[src/isort_pkg.sv]
// Shared types and constants for the insertion sorter.
// No dependencies; used by isort_cell and insertion_sorter.
package isort_pkg;

	localparam int DATA_W        = 32;
	localparam int CNT_W         = 7;
	localparam int MAX_COUNT_DEF = 64;

	// Per-cycle command broadcast to every cell of the chain
	typedef struct packed {
		logic             ins;    // insert the broadcast key
		logic             shift;  // move every entry one place toward cell 0
		logic [CNT_W-1:0] count;  // entries held before this cycle
	} cell_ctl_t;

endpackage

[src/isort_cell.sv]
// One cell of the sorting chain: holds a single ordered entry.
// Depends on isort_pkg for the command struct and widths.
module isort_cell #(
	parameter int IDX = 0
) (
	input  logic                                clk,
	input  isort_pkg::cell_ctl_t                ctl,
	input  logic signed [isort_pkg::DATA_W-1:0] key,
	input  logic signed [isort_pkg::DATA_W-1:0] left_val,
	input  logic                                left_gt,
	input  logic signed [isort_pkg::DATA_W-1:0] right_val,
	output logic signed [isort_pkg::DATA_W-1:0] val,
	output logic                                gt
);

	logic signed [isort_pkg::DATA_W-1:0] val_q;
	logic                                held;
	logic                                first_free;

	assign held       = isort_pkg::CNT_W'(IDX) < ctl.count;
	assign first_free = isort_pkg::CNT_W'(IDX) == ctl.count;
	assign gt         = held && (val_q > key);
	assign val        = val_q;

	// A larger entry steps up; the free slot after the last entry takes
	// the key or the larger neighbor from below. During a drain each cell takes the entry above it.
	always_ff @(posedge clk) begin
		if (ctl.ins && (gt || first_free)) begin
			val_q <= left_gt ? left_val : key;
		end else if (ctl.shift) begin
			val_q <= right_val;
		end
	end

endmodule

[config.mk]
export PLATFORM = sky130hd
export DESIGN_NAME = isort_cell
export DESIGN_NICKNAME = d
export VERILOG_FILES = /design/src/isort_pkg.sv /design/src/isort_cell.sv
export SDC_FILE = /design/constraint.sdc
export NUM_CORES = 1
export LEC_CHECK = 0
export BUFFER_PORTS_ARGS = -buffer_cell sky130_fd_sc_hd__clkbuf_2
export CORE_MARGIN = 2
export CORE_UTILIZATION = 30
export DETAILED_ROUTE_END_ITERATION = 6
export PLACE_DENSITY = 0.63
export SYNTH_ARGS = -nofsm -noshare
export SYNTH_HDL_FRONTEND = slang
export SYNTH_SLANG_ARGS = --single-unit
[constraint.sdc]
create_clock -name clk -period 5.4 [get_ports clk]
set_clock_uncertainty 0.05 [all_clocks]
set_input_delay 0.54 -clock clk [delete_from_list [all_inputs] [get_ports clk]]
set_output_delay 0.54 -clock clk [all_outputs]
set_load 0.01 [all_outputs]
==> results.md <==
* Clock slew at reported path FFs at 0.06 ns
* CTS Buf Count at 5
* Worst min-delay path class: in -> reg
* Clock power frac at 0.175
* Largest vdd supply drop at 0.08794 mV
* Async set-reset flop share out of synthesis at 0
* Clock Sink Count at 32
* Endpoints failing hold at 0
* Die X-Extent at 98.32 um
* Setup fix buffers added after clock tree synthesis at 0
* Htree depth at 2
* Number of setup violations in the final report at 0
* First-pass iteration count of the detailed router at 4
* Critical-path maximum fanout at 19
* Initial drt markers at 54
* Core area at 8678 sq um
* Worst endpoint required time at 5.38 ns
* Routed wire length per instance at 13.57 um
* Shortest period the worst path allows at 3.548 ns
* Cell class contributing the biggest share of worst-path delay: simple AND/OR/NAND/NOR gates
* Arr. time, crit path at 3.52 ns
* Vias post-DR at 2397
* Sequential share of the synthesized area at 0.3601
* Crit path setup slack, layout at 1.852 ns
* Die Footprint at 9667 sq um
* Worst Setup Start Kind: flop
* Post-Route Utilization at 0.4073
* Post-synthesis cell type count at 27
* Cell breakdown of the critical path: ha_1 > nand4_1 > or4_4 > nor3_1 > o21ai_0 > o311ai_4 > buf_4 > mux2_2
* Row count at 34
* Unrepaired setup endpoints after global routing: no
* Final total negative setup slack at 0 ns
* Buffers and inverters on the worst path at 1
* Slowest Stage Delay on Critical Path at 0.59 ns
* Hold slack final at 0.5097 ns
* Worst-margin pin slew at 1.049 ns
* Final period utilization at 0.6571
* Maximum buffer depth of the clock tree at 2
* Max Clock Freq at 281.8 MHz
* Die Span Y at 98.32 um
* Placed Area at 3455 sq um
* Total length of routed wires at 6.933 mm
* Setup CP Type: reg -> reg
* Overall overflow remaining after global route at 0
* Vias in the first global route at 2355
* Maximum number of pins on one net before global-route repair at 64
* Number of synthesized register bits at 32
* Number of buffers added to fix hold violations after cts at 0
* NetSw at 0.3409 mW
* Result of the run: finished clean
* Relative contribution of sequential cells to total power at 0.383
* Final ANT Viol Nets at 0
* Logic gate share of total power at 0.442
* Number of flip-flops in the largest register at 32
* Root Buffer Master: sky130_fd_sc_hd__clkbuf_8
* Synth warn at 0
* Proportion of layout cells with a drive suffix above 1 at 0.4516
* Initial Utilization at 0.3075
* Summed area of non-filler cells in the final layout at 3535 sq um
* Diode count at 0
* I/O pin cnt at 140
* Count of maximum capacitance violations at 0
* Wire length of the first global-routing pass at 10.92 mm
* Critical-path top delay cell: sky130_fd_sc_hd__or4_4
* Layout net count at 541
* Main flop type after synthesis: sky130_fd_sc_hd__edfxtp_1
* Synthesized netlist net count at 403
* Power per cell area at 283.3 nW/um^2
* Final Max Tran Viols at 0
* Total power draw at 1.001 mW
* Post-CTS sizing at 0
* Cell Count Post-Placement at 503
* Routability congestion estimate from global placement at 0.8048
* Cell internal power dissipation at 0.6603 mW
* Setup crit end kind: flop
* GRT Overall Usage at 0.1416
* Number of antenna violations at the first check in global routing at 0
* Count of non-filler cells in the finished layout at 511
* Mean instance size in the synthesized netlist at 10.11 sq um
* Number of synthesized flops with an enable pin at 32
* Most frequent standard cell in the layout excluding fill and tap cells: sky130_fd_sc_hd__clkbuf_2
* Standby leakage power at 1.826 nW
* Half-perimeter wire length of the detailed placement result at 5.636 mm
* Remaining DRCs at 0
* Number of vias per cell after detailed routing at 4.691
* Area growth from synthesis to final layout at 32.44%
* Number of port buffers at 139
* CTS tree: yes
* Area of the mapped netlist at 2669 sq um
* Instance count of the mapped netlist at 264
* Placement Setup Slack at 1.583 ns
* Highest-count cells in the layout ignoring fill and taps: 139 x sky130_fd_sc_hd__clkbuf_2, 40 x sky130_fd_sc_hd__nand2_1, 36 x sky130_fd_sc_hd__o21ai_0
* Worst slew slack as a fraction of its limit at 0.3008
* Sw Ratio at 0.3405
* Source-to-sink clock delay at the later pin of the worst-skew pair at 0.28 ns
==> synthesized netlist by cell type, drive strengths merged, types with 3 or more instances <==
| master | n | area share |
|---|---|---|
| mux2 | 33 | 0.18 |
| clkbuf | 7 | 0.0098 |
| o21ai | 36 | 0.068 |
| buf | 3 | 0.013 |
| ha | 32 | 0.15 |
| nand3 | 3 | 0.0056 |
| nor3 | 4 | 0.0075 |
| edfxtp | 32 | 0.36 |
| inv | 35 | 0.049 |
| a21oi | 16 | 0.030 |
| nand2 | 40 | 0.056 |
| nand4 | 8 | 0.019 |
==> layout make-up <==
class	instances	area [sq um]
clock buffer	7	76.32
clock inverter	1	3.754
fill	873	5144
inverter	35	131.4
multi-input combinational	187	1516
sequential	32	960.9
tap	108	135.1
timing repair buffer	141	710.7
==> worst register-to-register path: stages, from the launching register on <==
cell and delay (ns):
sky130_fd_sc_hd__edfxtp_1 0.40, sky130_fd_sc_hd__ha_1 0.44, sky130_fd_sc_hd__nand4_1 0.18, sky130_fd_sc_hd__or4_4 0.59, sky130_fd_sc_hd__nor3_1 0.25, sky130_fd_sc_hd__o21ai_0 0.18, sky130_fd_sc_hd__o311ai_4 0.32, sky130_fd_sc_hd__buf_4 0.49
sky130_fd_sc_hd__mux2_2 0.39
==> worst paths after layout <==
check                                to  depth (start not counted)  slack (ns)           from
worst max-delay path             val[1]                          8        1.85        val[31]
worst min-delay path            val[27]                          2        0.51  right_val[27]
worst max register to register   val[1]                          8        1.85        val[31]
worst min register to register  val[17]                          3        1.30        val[31]
==> cells by family (layout without fill, tap and decap cells) <==
| logic type | after synthesis | after routing | synth area share |
|---|---|---|---|
| adder cells (fa/ha/maj) | 32 | 32 | 0.1500 |
| AO/OA/AOI/OAI | 59 | 59 | 0.1289 |
| AND/OR/NAND/NOR | 63 | 63 | 0.1092 |
| buffers and inverters | 45 | 184 | 0.07173 |
| flip-flops | 32 | 32 | 0.3601 |
| multiplexers | 33 | 33 | 0.1800 |
==> power by group through the flow <==
stage          clock, mW  combinational, mW  sequential (mW)
2_1_floorplan          0              0.275            0.408
3_3_place_gp           0              0.437            0.388
3_5_place_dp           0              0.448            0.388
4_1_cts            0.182              0.449            0.385
5_1_grt            0.191              0.493            0.391
6_report           0.175              0.442            0.384
==> layer usage <==
layer,global-route usage,up-vias,share of wire
li1,-,1225,-
met5,0,-,0
met2,0.2402,105,0.47
met1,0.1831,1063,0.45
met4,0.02950,0,0.0055
met3,0.03579,4,0.075
Note: power is estimated with default switching activity, not from simulation.
